--- config.mk ---
export PLATFORM = sky130hd
export DESIGN_NAME = uart_rx_tx_ring_buffers_core_flat
export DESIGN_NICKNAME = d
export VERILOG_FILES = /design/src/urtb_pkg.sv /design/src/urtb_ifs.sv /design/src/urtb_ring.sv /design/src/uart_rx_tx_ring_buffers_core.sv /design/src/flat_wrapper.sv
export SDC_FILE = /design/constraint.sdc
export NUM_CORES = 1
export LEC_CHECK = 0
export BUFFER_PORTS_ARGS = -buffer_cell sky130_fd_sc_hd__clkbuf_2
export CAP_MARGIN = 20
export CORE_MARGIN = 2
export CORE_UTILIZATION = 25
export CTS_CLUSTER_SIZE = 28
export DETAILED_ROUTE_END_ITERATION = 16
export SETUP_SLACK_MARGIN = 0.4
export SLEW_MARGIN = 25
export SYNTH_ARGS = -nofsm -noshare
export SYNTH_HDL_FRONTEND = slang
export SYNTH_SLANG_ARGS = --single-unit
export TNS_END_PERCENT = 30
--- constraint.sdc ---
create_clock -name i_clk -period 4.05 [get_ports i_clk]
set_input_delay 1.0125 -clock i_clk [delete_from_list [all_inputs] [get_ports i_clk]]
set_output_delay 1.0125 -clock i_clk [all_outputs]
set_load 0.1 [all_outputs]
--- src/urtb_pkg.sv ---
// Shared types and constants for the UART receive/transmit ring buffers.
package urtb_pkg;

    localparam int CMD_W   = 3;
    localparam int BYTE_W  = 8;
    localparam int LEVEL_W = 7;

    // Event codes; the remaining code is a no-op
    typedef enum logic [CMD_W-1:0] {
        CMD_RX_BYTE  = 3'd0,
        CMD_HOST_PUT = 3'd1,
        CMD_TX_DONE  = 3'd2,
        CMD_HOST_GET = 3'd3,
        CMD_FLUSH_RX = 3'd4,
        CMD_FLUSH_TX = 3'd5,
        CMD_SET_EN   = 3'd6
    } t_cmd;

    // Ring control, one operation per transfer
    typedef struct packed {
        logic push;
        logic pop;
        logic flush;
    } t_ring_ctl;

    // Ring status
    typedef struct packed {
        logic empty;
        logic full;
        logic last;     // one free entry left
    } t_ring_sts;

endpackage

--- src/urtb_ifs.sv ---
// Valid/ready channel interfaces for events and results.
interface urtb_in_if;
    logic                        valid;
    logic                        ready;
    logic [urtb_pkg::CMD_W-1:0]  command;
    logic [urtb_pkg::BYTE_W-1:0] data_byte;

    modport source (output valid, command, data_byte, input ready);
    modport sink   (input valid, command, data_byte, output ready);
endinterface

interface urtb_out_if;
    logic                         valid;
    logic                         ready;
    logic                         tx_valid;
    logic [urtb_pkg::BYTE_W-1:0]  tx_byte;
    logic                         rx_valid;
    logic [urtb_pkg::BYTE_W-1:0]  rx_byte;
    logic [urtb_pkg::LEVEL_W-1:0] rx_level;
    logic [urtb_pkg::LEVEL_W-1:0] tx_level;
    logic                         overflow_flag;
    logic                         receive_on;
    logic                         put_rejected;

    modport source (output valid, tx_valid, tx_byte, rx_valid, rx_byte, rx_level,
                     tx_level, overflow_flag, receive_on, put_rejected,
                     input ready);
    modport sink   (input valid, tx_valid, tx_byte, rx_valid, rx_byte, rx_level,
                     tx_level, overflow_flag, receive_on, put_rejected,
                     output ready);
endinterface

--- src/urtb_ring.sv ---
// Byte ring buffer: synchronous memory plus head, tail and fill count.
module urtb_ring #(
    parameter int DEPTH = 64
) (
    input  logic                          i_clk,
    input  logic                          i_rst_n,
    input  urtb_pkg::t_ring_ctl           i_ctl,
    input  logic [urtb_pkg::BYTE_W-1:0]   i_wr_data,
    output logic [urtb_pkg::BYTE_W-1:0]   o_rd_data,
    output logic [$clog2(DEPTH+1)-1:0]    o_fill,
    output urtb_pkg::t_ring_sts           o_sts
);

    localparam int PTR_W  = $clog2(DEPTH);
    localparam int FILL_W = $clog2(DEPTH + 1);
    localparam logic [PTR_W-1:0]  PTR_LAST = PTR_W'(DEPTH - 1);
    localparam logic [FILL_W-1:0] FILL_MAX = FILL_W'(DEPTH);
    localparam logic [FILL_W-1:0] FILL_ONE = FILL_W'(1);

    logic [urtb_pkg::BYTE_W-1:0] r_mem [DEPTH];
    logic [urtb_pkg::BYTE_W-1:0] r_rd_data;
    logic [PTR_W-1:0]            r_head, n_head;
    logic [PTR_W-1:0]            r_tail, n_tail;
    logic [FILL_W-1:0]           r_fill, n_fill;

    always_comb begin
        n_head = r_head;
        n_tail = r_tail;
        n_fill = r_fill;
        if (i_ctl.flush) begin
            n_head = '0;
            n_tail = '0;
            n_fill = '0;
        end else if (i_ctl.push) begin
            n_head = (r_head == PTR_LAST) ? '0 : r_head + 1'b1;
            n_fill = r_fill + FILL_ONE;
        end else if (i_ctl.pop) begin
            n_tail = (r_tail == PTR_LAST) ? '0 : r_tail + 1'b1;
            n_fill = r_fill - FILL_ONE;
        end
    end

    always_ff @(posedge i_clk) begin
        if (!i_rst_n) begin
            r_head <= '0;
            r_tail <= '0;
            r_fill <= '0;
        end else begin
            r_head <= n_head;
            r_tail <= n_tail;
            r_fill <= n_fill;
        end
    end

    // Memory: one write port, one registered read port
    always_ff @(posedge i_clk) begin
        if (i_ctl.push && !i_ctl.flush) begin
            r_mem[r_head] <= i_wr_data;
        end
        if (i_ctl.pop) begin
            r_rd_data <= r_mem[r_tail];
        end
    end

    assign o_rd_data = r_rd_data;
    assign o_fill    = r_fill;
    assign o_sts.empty = (r_fill == '0);
    assign o_sts.full  = (r_fill == FILL_MAX);
    assign o_sts.last  = (r_fill == FILL_MAX - FILL_ONE);

endmodule

--- src/uart_rx_tx_ring_buffers_core.sv ---
// Top level: UART receive and transmit ring buffers driven by one event per transfer.
//
//  channel | dir | handshake        | payload
//  i_in    | in  | valid / ready    | command[2:0], data_byte[7:0]
//  o_out   | out | valid / ready    | tx_valid, tx_byte, rx_valid, rx_byte, rx_level,
//          |     |                  | tx_level, overflow_flag, receive_on, put_rejected
//
// Each event is handled in turn: the accept cycle updates pointers and flags and
// issues the ring memory access; ST_LOAD then picks up the registered read
// data and loads the result register. A new event is not accepted until the
// result of the last one is loaded, as the ring memories have a registered read port.
// A result waiting on o_out stalls ST_LOAD until the sink takes it.
// Reset clears pointers, fill counts and flags; the memories are not cleared.
module uart_rx_tx_ring_buffers_core #(
    parameter int RX_DEPTH = 64,
    parameter int TX_DEPTH = 64
) (
    input  logic        i_clk,
    input  logic        i_rst_n,
    urtb_in_if.sink     i_in,
    urtb_out_if.source  o_out
);

    localparam int RX_FILL_W = $clog2(RX_DEPTH + 1);
    localparam int TX_FILL_W = $clog2(TX_DEPTH + 1);

    // One-hot sequencer
    typedef enum logic [1:0] {
        ST_IDLE = 2'b01,
        ST_LOAD = 2'b10
    } t_state;

    t_state r_state, n_state;

    // Ring interfaces
    urtb_pkg::t_ring_ctl           rx_ctl, tx_ctl;
    urtb_pkg::t_ring_sts           rx_sts, tx_sts;
    logic [urtb_pkg::BYTE_W-1:0]   rx_rd_data, tx_rd_data;
    logic [RX_FILL_W-1:0]          rx_fill;
    logic [TX_FILL_W-1:0]          tx_fill;

    // Persistent flags
    logic r_rx_en, n_rx_en;
    logic r_ovf, n_ovf;
    logic r_tx_busy, n_tx_busy;

    // Per-event result info, captured at accept
    logic                        r_txv, n_txv;
    logic                        r_tx_mem, n_tx_mem;   // tx byte comes from the ring
    logic                        r_rxv, n_rxv;
    logic                        r_rej, n_rej;
    logic [urtb_pkg::BYTE_W-1:0] r_byte;

    // Result register
    logic                         r_out_valid;
    logic                         r_o_txv;
    logic [urtb_pkg::BYTE_W-1:0]  r_o_txb;
    logic                         r_o_rxv;
    logic [urtb_pkg::BYTE_W-1:0]  r_o_rxb;
    logic [urtb_pkg::LEVEL_W-1:0] r_o_rx_lvl;
    logic [urtb_pkg::LEVEL_W-1:0] r_o_tx_lvl;
    logic                         r_o_ovf;
    logic                         r_o_rx_en;
    logic                         r_o_rej;

    logic accept;
    logic load;
    logic [RX_FILL_W+urtb_pkg::LEVEL_W-1:0] rx_fill_ext;
    logic [TX_FILL_W+urtb_pkg::LEVEL_W-1:0] tx_fill_ext;
    urtb_pkg::t_cmd cmd;

    assign i_in.ready = (r_state == ST_IDLE);
    assign accept     = i_in.valid && i_in.ready;
    assign cmd        = urtb_pkg::t_cmd'(i_in.command);

    urtb_ring #(.DEPTH(RX_DEPTH)) u_rx_ring (
        .i_clk     (i_clk),
        .i_rst_n   (i_rst_n),
        .i_ctl     (rx_ctl),
        .i_wr_data (i_in.data_byte),
        .o_rd_data (rx_rd_data),
        .o_fill    (rx_fill),
        .o_sts     (rx_sts)
    );

    urtb_ring #(.DEPTH(TX_DEPTH)) u_tx_ring (
        .i_clk     (i_clk),
        .i_rst_n   (i_rst_n),
        .i_ctl     (tx_ctl),
        .i_wr_data (i_in.data_byte),
        .o_rd_data (tx_rd_data),
        .o_fill    (tx_fill),
        .o_sts     (tx_sts)
    );

    // Event decode: ring operations and next flag values
    always_comb begin
        rx_ctl    = '0;
        tx_ctl    = '0;
        n_rx_en   = r_rx_en;
        n_ovf     = r_ovf;
        n_tx_busy = r_tx_busy;
        n_txv     = r_txv;
        n_tx_mem  = r_tx_mem;
        n_rxv     = r_rxv;
        n_rej     = r_rej;
        if (accept) begin
            n_txv    = 1'b0;
            n_tx_mem = 1'b0;
            n_rxv    = 1'b0;
            n_rej    = 1'b0;
            unique case (cmd)
                urtb_pkg::CMD_RX_BYTE: begin
                    if (r_rx_en) begin
                        if (rx_sts.full) begin
                            // re-enabled on a full ring: drop and shut off again
                            n_rx_en = 1'b0;
                            n_ovf   = 1'b1;
                        end else begin
                            rx_ctl.push = 1'b1;
                            if (rx_sts.last) begin
                                n_rx_en = 1'b0;
                                n_ovf   = 1'b1;
                            end
                        end
                    end
                end
                urtb_pkg::CMD_HOST_PUT: begin
                    if (tx_sts.full) begin
                        n_rej = 1'b1;
                    end else if (!tx_sts.empty || r_tx_busy) begin
                        tx_ctl.push = 1'b1;
                    end else begin
                        // straight to an idle transmitter
                        n_txv     = 1'b1;
                        n_tx_busy = 1'b1;
                    end
                end
                urtb_pkg::CMD_TX_DONE: begin
                    if (!tx_sts.empty) begin
                        tx_ctl.pop = 1'b1;
                        n_txv      = 1'b1;
                        n_tx_mem   = 1'b1;
                        n_tx_busy  = 1'b1;
                    end else begin
                        n_tx_busy = 1'b0;
                    end
                end
                urtb_pkg::CMD_HOST_GET: begin
                    if (!rx_sts.empty) begin
                        rx_ctl.pop = 1'b1;
                        n_rxv      = 1'b1;
                    end
                end
                urtb_pkg::CMD_FLUSH_RX: begin
                    rx_ctl.flush = 1'b1;
                    n_ovf        = 1'b0;
                end
                urtb_pkg::CMD_FLUSH_TX: begin
                    tx_ctl.flush = 1'b1;
                end
                urtb_pkg::CMD_SET_EN: begin
                    n_rx_en = i_in.data_byte[0];
                end
                default: begin
                end
            endcase
        end
    end

    // Sequencer: result loads once the output register is free
    assign load = (r_state == ST_LOAD) && (!r_out_valid || o_out.ready);

    always_comb begin
        n_state = r_state;
        unique case (r_state)
            ST_IDLE: if (accept) n_state = ST_LOAD;
            ST_LOAD: if (load)   n_state = ST_IDLE;
            default:             n_state = ST_IDLE;
        endcase
    end

    always_ff @(posedge i_clk) begin
        if (!i_rst_n) begin
            r_state     <= ST_IDLE;
            r_rx_en     <= 1'b0;
            r_ovf       <= 1'b0;
            r_tx_busy   <= 1'b0;
            r_txv       <= 1'b0;
            r_tx_mem    <= 1'b0;
            r_rxv       <= 1'b0;
            r_rej       <= 1'b0;
            r_out_valid <= 1'b0;
        end else begin
            r_state   <= n_state;
            r_rx_en   <= n_rx_en;
            r_ovf     <= n_ovf;
            r_tx_busy <= n_tx_busy;
            r_txv     <= n_txv;
            r_tx_mem  <= n_tx_mem;
            r_rxv     <= n_rxv;
            r_rej     <= n_rej;
            if (load) begin
                r_out_valid <= 1'b1;
            end else if (o_out.ready) begin
                r_out_valid <= 1'b0;
            end
        end
    end

    // Fill counts reduced to the 7-bit level fields
    assign rx_fill_ext = {{urtb_pkg::LEVEL_W{1'b0}}, rx_fill};
    assign tx_fill_ext = {{urtb_pkg::LEVEL_W{1'b0}}, tx_fill};

    // Payload registers
    always_ff @(posedge i_clk) begin
        if (accept) begin
            r_byte <= i_in.data_byte;
        end
        if (load) begin
            r_o_txv    <= r_txv;
            r_o_txb    <= r_tx_mem ? tx_rd_data : (r_txv ? r_byte : '0);
            r_o_rxv    <= r_rxv;
            r_o_rxb    <= r_rxv ? rx_rd_data : '0;
            r_o_rx_lvl <= rx_fill_ext[urtb_pkg::LEVEL_W-1:0];
            r_o_tx_lvl <= tx_fill_ext[urtb_pkg::LEVEL_W-1:0];
            r_o_ovf    <= r_ovf;
            r_o_rx_en  <= r_rx_en;
            r_o_rej    <= r_rej;
        end
    end

    assign o_out.valid         = r_out_valid;
    assign o_out.tx_valid      = r_o_txv;
    assign o_out.tx_byte       = r_o_txb;
    assign o_out.rx_valid      = r_o_rxv;
    assign o_out.rx_byte       = r_o_rxb;
    assign o_out.rx_level      = r_o_rx_lvl;
    assign o_out.tx_level      = r_o_tx_lvl;
    assign o_out.overflow_flag = r_o_ovf;
    assign o_out.receive_on    = r_o_rx_en;
    assign o_out.put_rejected  = r_o_rej;

    // A result appears only out of the load cycle
    a_out_from_load: assert property (@(posedge i_clk) disable iff (!i_rst_n)
        $rose(r_out_valid) |-> $past(r_state == ST_LOAD))
        else $error("result shown without a load cycle");

    // One event hands over at most one of the two bytes
    a_one_byte: assert property (@(posedge i_clk) disable iff (!i_rst_n)
        r_out_valid |-> !(r_o_txv && r_o_rxv))
        else $error("tx and rx bytes in the same result");

    // Overflow sets only on a received byte
    a_ovf_src: assert property (@(posedge i_clk) disable iff (!i_rst_n)
        $rose(r_ovf) |-> $past(accept && (cmd == urtb_pkg::CMD_RX_BYTE)))
        else $error("overflow set by a non-receive event");

    // Fill counts stay within the ring depth
    a_fill_range: assert property (@(posedge i_clk) disable iff (!i_rst_n)
        (rx_fill <= RX_FILL_W'(RX_DEPTH)) && (tx_fill <= TX_FILL_W'(TX_DEPTH)))
        else $error("ring fill beyond depth");

endmodule

--- src/flat_wrapper.sv ---
// flat-port wrapper written by rule: the top's interface ports become plain ports
module uart_rx_tx_ring_buffers_core_flat 
#(
    parameter int RX_DEPTH = 64,
    parameter int TX_DEPTH = 64
)
  (i_clk, i_rst_n, i_in_valid, i_in_command, i_in_data_byte, i_in_ready, o_out_valid, o_out_tx_valid, o_out_tx_byte, o_out_rx_valid, o_out_rx_byte, o_out_rx_level, o_out_tx_level, o_out_overflow_flag, o_out_receive_on, o_out_put_rejected, o_out_ready);
  urtb_in_if i_in_i ();
  urtb_out_if o_out_i ();
  input  logic i_clk;
  input  logic i_rst_n;
  input wire logic [$bits(i_in_i.valid)-1:0] i_in_valid;
  input wire logic [$bits(i_in_i.command)-1:0] i_in_command;
  input wire logic [$bits(i_in_i.data_byte)-1:0] i_in_data_byte;
  output wire logic [$bits(i_in_i.ready)-1:0] i_in_ready;
  output wire logic [$bits(o_out_i.valid)-1:0] o_out_valid;
  output wire logic [$bits(o_out_i.tx_valid)-1:0] o_out_tx_valid;
  output wire logic [$bits(o_out_i.tx_byte)-1:0] o_out_tx_byte;
  output wire logic [$bits(o_out_i.rx_valid)-1:0] o_out_rx_valid;
  output wire logic [$bits(o_out_i.rx_byte)-1:0] o_out_rx_byte;
  output wire logic [$bits(o_out_i.rx_level)-1:0] o_out_rx_level;
  output wire logic [$bits(o_out_i.tx_level)-1:0] o_out_tx_level;
  output wire logic [$bits(o_out_i.overflow_flag)-1:0] o_out_overflow_flag;
  output wire logic [$bits(o_out_i.receive_on)-1:0] o_out_receive_on;
  output wire logic [$bits(o_out_i.put_rejected)-1:0] o_out_put_rejected;
  input wire logic [$bits(o_out_i.ready)-1:0] o_out_ready;
  assign i_in_i.valid = i_in_valid;
  assign i_in_i.command = i_in_command;
  assign i_in_i.data_byte = i_in_data_byte;
  assign i_in_ready = i_in_i.ready;
  assign o_out_valid = o_out_i.valid;
  assign o_out_tx_valid = o_out_i.tx_valid;
  assign o_out_tx_byte = o_out_i.tx_byte;
  assign o_out_rx_valid = o_out_i.rx_valid;
  assign o_out_rx_byte = o_out_i.rx_byte;
  assign o_out_rx_level = o_out_i.rx_level;
  assign o_out_tx_level = o_out_i.tx_level;
  assign o_out_overflow_flag = o_out_i.overflow_flag;
  assign o_out_receive_on = o_out_i.receive_on;
  assign o_out_put_rejected = o_out_i.put_rejected;
  assign o_out_i.ready = o_out_ready;
  uart_rx_tx_ring_buffers_core #(.RX_DEPTH(RX_DEPTH), .TX_DEPTH(TX_DEPTH)) u_core (.i_clk(i_clk), .i_rst_n(i_rst_n), .i_in(i_in_i), .o_out(o_out_i));
endmodule
# Yosys cells after proc, flatten, opt, wreduce, memory -nomap -nowiden
# Memories as Yosys holds them, arrays and structs flattened. A register that Yosys moved wholly into a read port is not among the register bits.
# Cells that the tools add are included.
[totals]
ff_bits = 91
ramBits = 1024
output_inout_bits = 37
elab_cells = 135
memories = 2
[memory_table]
columns = ["memory", "depth", "word_bits", "read_ports", "rd_clocked_by_memory_dff", "write_ports", "line_no", "text"]
rows = [
  ["u_core.u_rx_ring.r_mem", 64, 8, 1, 1, 1, "urtb_ring.sv:20", "logic [urtb_pkg::BYTE_W-1:0] r_mem [DEPTH];"],
  ["u_core.u_tx_ring.r_mem", 64, 8, 1, 1, 1, "urtb_ring.sv:20", ""],
]
[op_classes]
addsub = 8
n_eq_ne = 21
n_mux = 49
bitwise = 3
n_reduce_logical = 27
[op_table]
columns = ["op", "n"]
rows = [
  ["1-bit 2-to-1 mux", 30],
  ["7-bit 2-to-1 mux", 4],
  ["6-bit by 1-bit adder with 6-bit output, second input constant", 4],
  ["6-bit equality test, second input constant", 4],
  ["6-bit 2-to-1 mux", 4],
  ["8-bit 2-to-1 mux", 2],
  ["7-bit by 1-bit adder with 7-bit output, second input constant", 2],
  ["7-bit equality test, second input constant", 2],
  ["7-bit logical NOT", 2],
  ["7-bit by 1-bit subtractor with 7-bit output, second input constant", 2],
  ["2-bit nonzero test", 6],
  ["3-bit equality test, second input constant", 3],
  ["1-bit one-hot mux with 2 select lines", 4],
  ["2-bit AND reduction", 4],
  ["4-bit AND reduction", 2],
  ["7-bit by 6-bit equality test with 1-bit output, second input constant", 1],
  ["3-bit by 2-bit equality test with 1-bit output, second input constant", 2],
  ["3-bit 2-to-1 mux", 2],
  ["2-bit inequality test, second input constant", 3],
  ["1-bit logical AND", 4],
  ["1-bit logical NOT", 4],
  ["2-bit 2-to-1 mux", 2],
  ["2-bit by 1-bit inequality test with 1-bit output, second input constant", 2],
  ["2-bit one-hot mux with 2 select lines", 1],
  ["8 further kinds", 12],
]

# Longest topological paths before layout
[depth]
word_depth = 11
ltp_mapped = 14

# Cells and area by module
# A second synthesis with hierarchy kept.
[hier_totals]
cells_unflattened = 2227
area_unflattened_um2 = 44611.5
[by_module_without_submodules]
columns = ["module", "instances", "cells_per_inst", "area_per_inst_um2", "seq_area_each_um2"]
rows = [
  ["urtb_ring (u_core.u_tx_ring)", 1, 1059, 21364.2, 15995.3],
  ["urtb_ring (u_core.u_rx_ring)", 1, 1045, 21321.7, 15995.3],
  ["uart_rx_tx_ring_buffers_core", 1, 123, 1925.6, 1491.4],
]

# Least setup slack after synthesis
# No wires, ideal clock.
[synth_path]
kind = "input to register"
start = "input i_in_valid"
end = "register u_core.u_tx_ring.r_fill[6], in the netlist u_core.u_tx_ring.o_fill[6]"
setup_ps = 121
arrival_time_ps = 3462
setup_slack_ps = 468
stages = 14
path_buffers = 2
cell_sequence = "nand3b_1 > inv_1 > nand2_1 > or2_2 > buf_2 > inv_2 > buf_2 > fa_1 > nor2b_1 > o21ai_0 > nand2b_1 > a31oi_1 > mux2i_1 > mux2_2"
[synth_lines]
columns = ["element", "line_no", "text"]
rows = [
  ["start: declaration", "flat_wrapper.sv:12", "input wire logic [$bits(i_in_i.valid)-1:0] i_in_valid;"],
  ["end signal: assignment", "urtb_ring.sv:51", "r_fill <= n_fill;"],
  ["end: declaration", "urtb_ring.sv:24", "logic [FILL_W-1:0] r_fill, n_fill;"],
]

# Final worst setup path
[layout_path]
start = "register u_core.u_tx_ring.r_fill[0], in the netlist u_core.u_tx_ring.o_fill[0]"
end = "register u_core.u_tx_ring.r_fill[6], in the netlist u_core.u_tx_ring.o_fill[6]"
[layout_between]
elab_chain_len = 8
word_cells_on_any_way = 15
classes_between = "add/sub: 2; eq/ne: 1; mux: 8; reduce/logical: 4"
[layout_lines]
columns = ["element", "line_no", "text"]
rows = [
  ["7-bit logical NOT", "urtb_ring.sv:67", "assign o_sts.empty = (r_fill == '0);"],
  ["1-bit logical NOT", "uart_rx_tx_ring_buffers_core.sv:131", "end else if (!tx_sts.empty || r_tx_busy) begin"],
  ["1-bit logical OR", "uart_rx_tx_ring_buffers_core.sv:131", ""],
  ["1-bit 2-to-1 mux", "uart_rx_tx_ring_buffers_core.sv:131", ""],
  ["1-bit 2-to-1 mux", "uart_rx_tx_ring_buffers_core.sv:129", "if (tx_sts.full) begin"],
  ["1-bit 2-to-1 mux", "uart_rx_tx_ring_buffers_core.sv:112", "unique case (cmd)"],
  ["3-bit 2-to-1 mux", "uart_rx_tx_ring_buffers_core.sv:107", "if (accept) begin"],
  ["7-bit 2-to-1 mux or 2-bit nonzero test (tied branches)", "-", ""],
]
# Several ways; a longest one is shown, not always the timed one. The select of a mux whose other input is x is not followed.
# A chain may end at the register's enable or synchronous reset.

==> results.cfg <==
[cells_and_area]
antennaDiodeCount = 0
layout_commonest_cell = edfxtp_1
finalNetCount = 2530
fillers = 17100
most-common-layout-cells = edfxtp_1, mux4_2, buf_4, nor2_1, clkbuf_16
final_layout_size_suffix_gt1_frac = 0.272
area_delta_synth_final_pct = 18.0

[logic_synthesis]
ys_types = 64
synth_top_cell_area_share = 0.736
synth-edff-count = 1083
synth-seq-cells = 1131
ys_seq_area_frac = 0.758
syn-instance-count = 2247
syn_avg_cell_area_um2 = 19.7
synthTopCellsByArea = edfxtp_1, mux4_2, dfxtp_1, mux2i_1, nor2_1
synth_area_um2 = 44200
synth_area_leader_cell = edfxtp_1
yosysWarnings = 0
async_reset_ff_frac = 0
synthesis.nets = 2278
synth_flop_cell = edfxtp_1

[critical_path]
critPathRequiredTime_ps = 4640
slowest_delay_ps = 610
critPathKind = reg2reg
cp.arrival_ps = 3810
critPathMaxFanout = 11
setup.worst_path.end_class = flip-flop
worstPathCellList = or4_1, a2111oi_0, or2_2, ha_1, nor2b_1, o21ai_0, nand2b_1, a31oi_1, mux2i_1, mux2_2
start_kind = flip-flop
cpMaxStageDelayCell = or4_1

[sta]
hold_viol = 0
fin_crit_sh = 0.796
fin_skew_ps = 31.1
fin_setup_tns_ps = 0
slew_headroom = 0.361
setup_viol = 0
clock.fmax_mhz = 310
period_needed_ps = 3220
rsz0062_at_grt = false
drv_slew = 0
tightest_slew_ps = 959

[detailed_routing]
wl_per_cell_um = 21.3
via_per_inst = 4.52
dr.pass1.iters = 5
dr_total_vias = 22300
ant_nets = 0
drc = 0
first_iter_violations = 2205
drt-total-wl_mm = 105

[grt]
grt_max_degree = 95
grt_pass1_wl_mm = 155
track_usage = 0.114
antenna_found_initial = 2
grt_pass1_vias = 22600
grt-ovfl-total = 0

[clock_network]
numCtsBuffers = 108
clk_latency_ps = 720
cts-root-buf = clkbuf_16
cts_tree = done
ctsHoldBuffers = 0
cts_max_path_buffers = 3
postCtsSetupRepairBufs = 0
cts_resized = 0
clock-sinks = 1131
path_clk_slew_ps = 60
h-tree-depth = 3

[pwr]
peakVddDrop_uv = 351
pwr_density_cell_nw_per_um2 = 446
leakage_nw = 15.9
p_total_mw = 23.2

[placement]
port_buffers = 51
dpl.hpwl_mm = 66.6
gp_congestion = 0.803

[floorplan]
core.rowCount = 154
start_util = 0.251
fp.dieH_um = 424
num_io_pins = 52
dieWidth_um = 424
dieArea_um2 = 180000
coreArea_um2 = 176000

[hold_path]
hold_class = reg2reg

[run_status]
run_status = complete, no violations

[flow_run]
cap_violations = 0
## path summary, 6_finish.rpt
check | slack [ps] | endpoint | from | cells after the start
min reg2reg | 440 | u_core.o_out.overflow_flag$_DFFE_PP_ | u_core.r_ovf$_SDFFE_PN0P_ | 0
max | 830 | u_core.u_tx_ring.o_fill[6]$_SDFFE_PP0P_ | u_core.u_tx_ring.o_fill[0]$_SDFFE_PP0P_ | 10
min | 440 | u_core.o_out.overflow_flag$_DFFE_PP_ | u_core.r_ovf$_SDFFE_PN0P_ | 0
max reg2reg | 830 | u_core.u_tx_ring.o_fill[6]$_SDFFE_PP0P_ | u_core.u_tx_ring.o_fill[0]$_SDFFE_PP0P_ | 10
## layer usage
| layer | part of all wire | vias to the layer above | GRT usage |
|---|---|---|---|
| li1 | - | 9687 | - |
| met1 | 0.44 | 11800 | 0.155 |
| met2 | 0.49 | 693 | 0.190 |
| met3 | 0.051 | 149 | 0.0173 |
| met4 | 0.024 | 0 | 0.0314 |
| met5 | 0 | - | 0 |
## stage by stage
step / hold slack, ps / cell area [um2] / setup WS [ps] / cells / utilization
3_3_place_gp: 413 / 48600 / 142 / 4729 / 0.276
3_5_place_dp: 421 / 48600 / 253 / 4729 / 0.276
5_1_grt: 445 / 52100 / 511 / 4928 / 0.296
2_1_floorplan: 408 / 44200 / 468 / 2247 / -
4_1_cts: 432 / 52100 / 823 / 4928 / 0.296
6_report: 436 / 52100 / 826 / 4928 / 0.296
## report_power, final
part           total (mW)  switching, mW  leakage [nW]  internal, mW
clock network        10.1           4.45          1.69          5.65
registers            12.8        0.00792          10.1          12.8
logic               0.319          0.271          4.06        0.0481
## synth_stat cells (all sizes together) (7+ instances only)
master / number
edfxtp: 1083
mux4: 238
nor2: 182
mux2i: 73
nand2: 70
buf: 66
clkbuf: 58
dfxtp: 48
a211oi: 46
a21oi: 34
nor2b: 28
a22o: 24
o21ai: 24
nor3: 22
nand3: 20
a22oi: 17
inv: 15
xnor2: 15
ha: 14
nand3b: 14
and2: 12
o22ai: 12
xor2: 12
nand2b: 10
nand4: 9
o221ai: 8
a211o: 7
a221oi: 7
a31oi: 7
or3: 7
## flip-flops by register name, indices dropped and copies added, names as in the netlist, 8 cells and up
| name | count |
|---|---|
| u_core.u_rx_ring.r_mem | 512 |
| u_core.u_tx_ring.r_mem | 512 |
| u_core.o_out.rx_byte | 8 |
| u_core.o_out.tx_byte | 8 |
| u_core.r_byte | 8 |
| u_core.u_rx_ring.o_rd_data | 8 |
| u_core.u_tx_ring.o_rd_data | 8 |
## final cells by class
type | instances | area [um2] | area share
well taps | 2340 | 2930 | 0.0562
repair buffers | 266 | 2020 | 0.0387
clock inverters | 70 | 706 | 0.0135
multi-input cells | 976 | 10100 | 0.194
flip-flops and latches | 1131 | 33500 | 0.643
inverters | 16 | 65.1 | 0.00125
clock buffers | 129 | 2820 | 0.0542
## critical path, delay by kind of cell (launching register included)
family	cells	cell delay (ps)
AO/OA/AOI/OAI	3	650
AND/OR/NAND/NOR	4	1220
multiplexers	2	560
adder cells (fa/ha/maj)	1	330
flip-flops	1	340
## cells by family (layout without fill, tap and decap cells)
group | Yosys count | in the layout | synth area share
flip-flops | 1131 | 1131 | 0.758
AND/OR/NAND/NOR | 394 | 394 | 0.0425
multiplexers | 317 | 317 | 0.139
AO/OA/AOI/OAI | 222 | 222 | 0.0357
buffers and inverters | 140 | 481 | 0.0143
XOR/XNOR | 27 | 27 | 0.00535
adder cells (fa/ha/maj) | 16 | 16 | 0.00487
No activity file was read; power rests on OpenSTA's default activity.
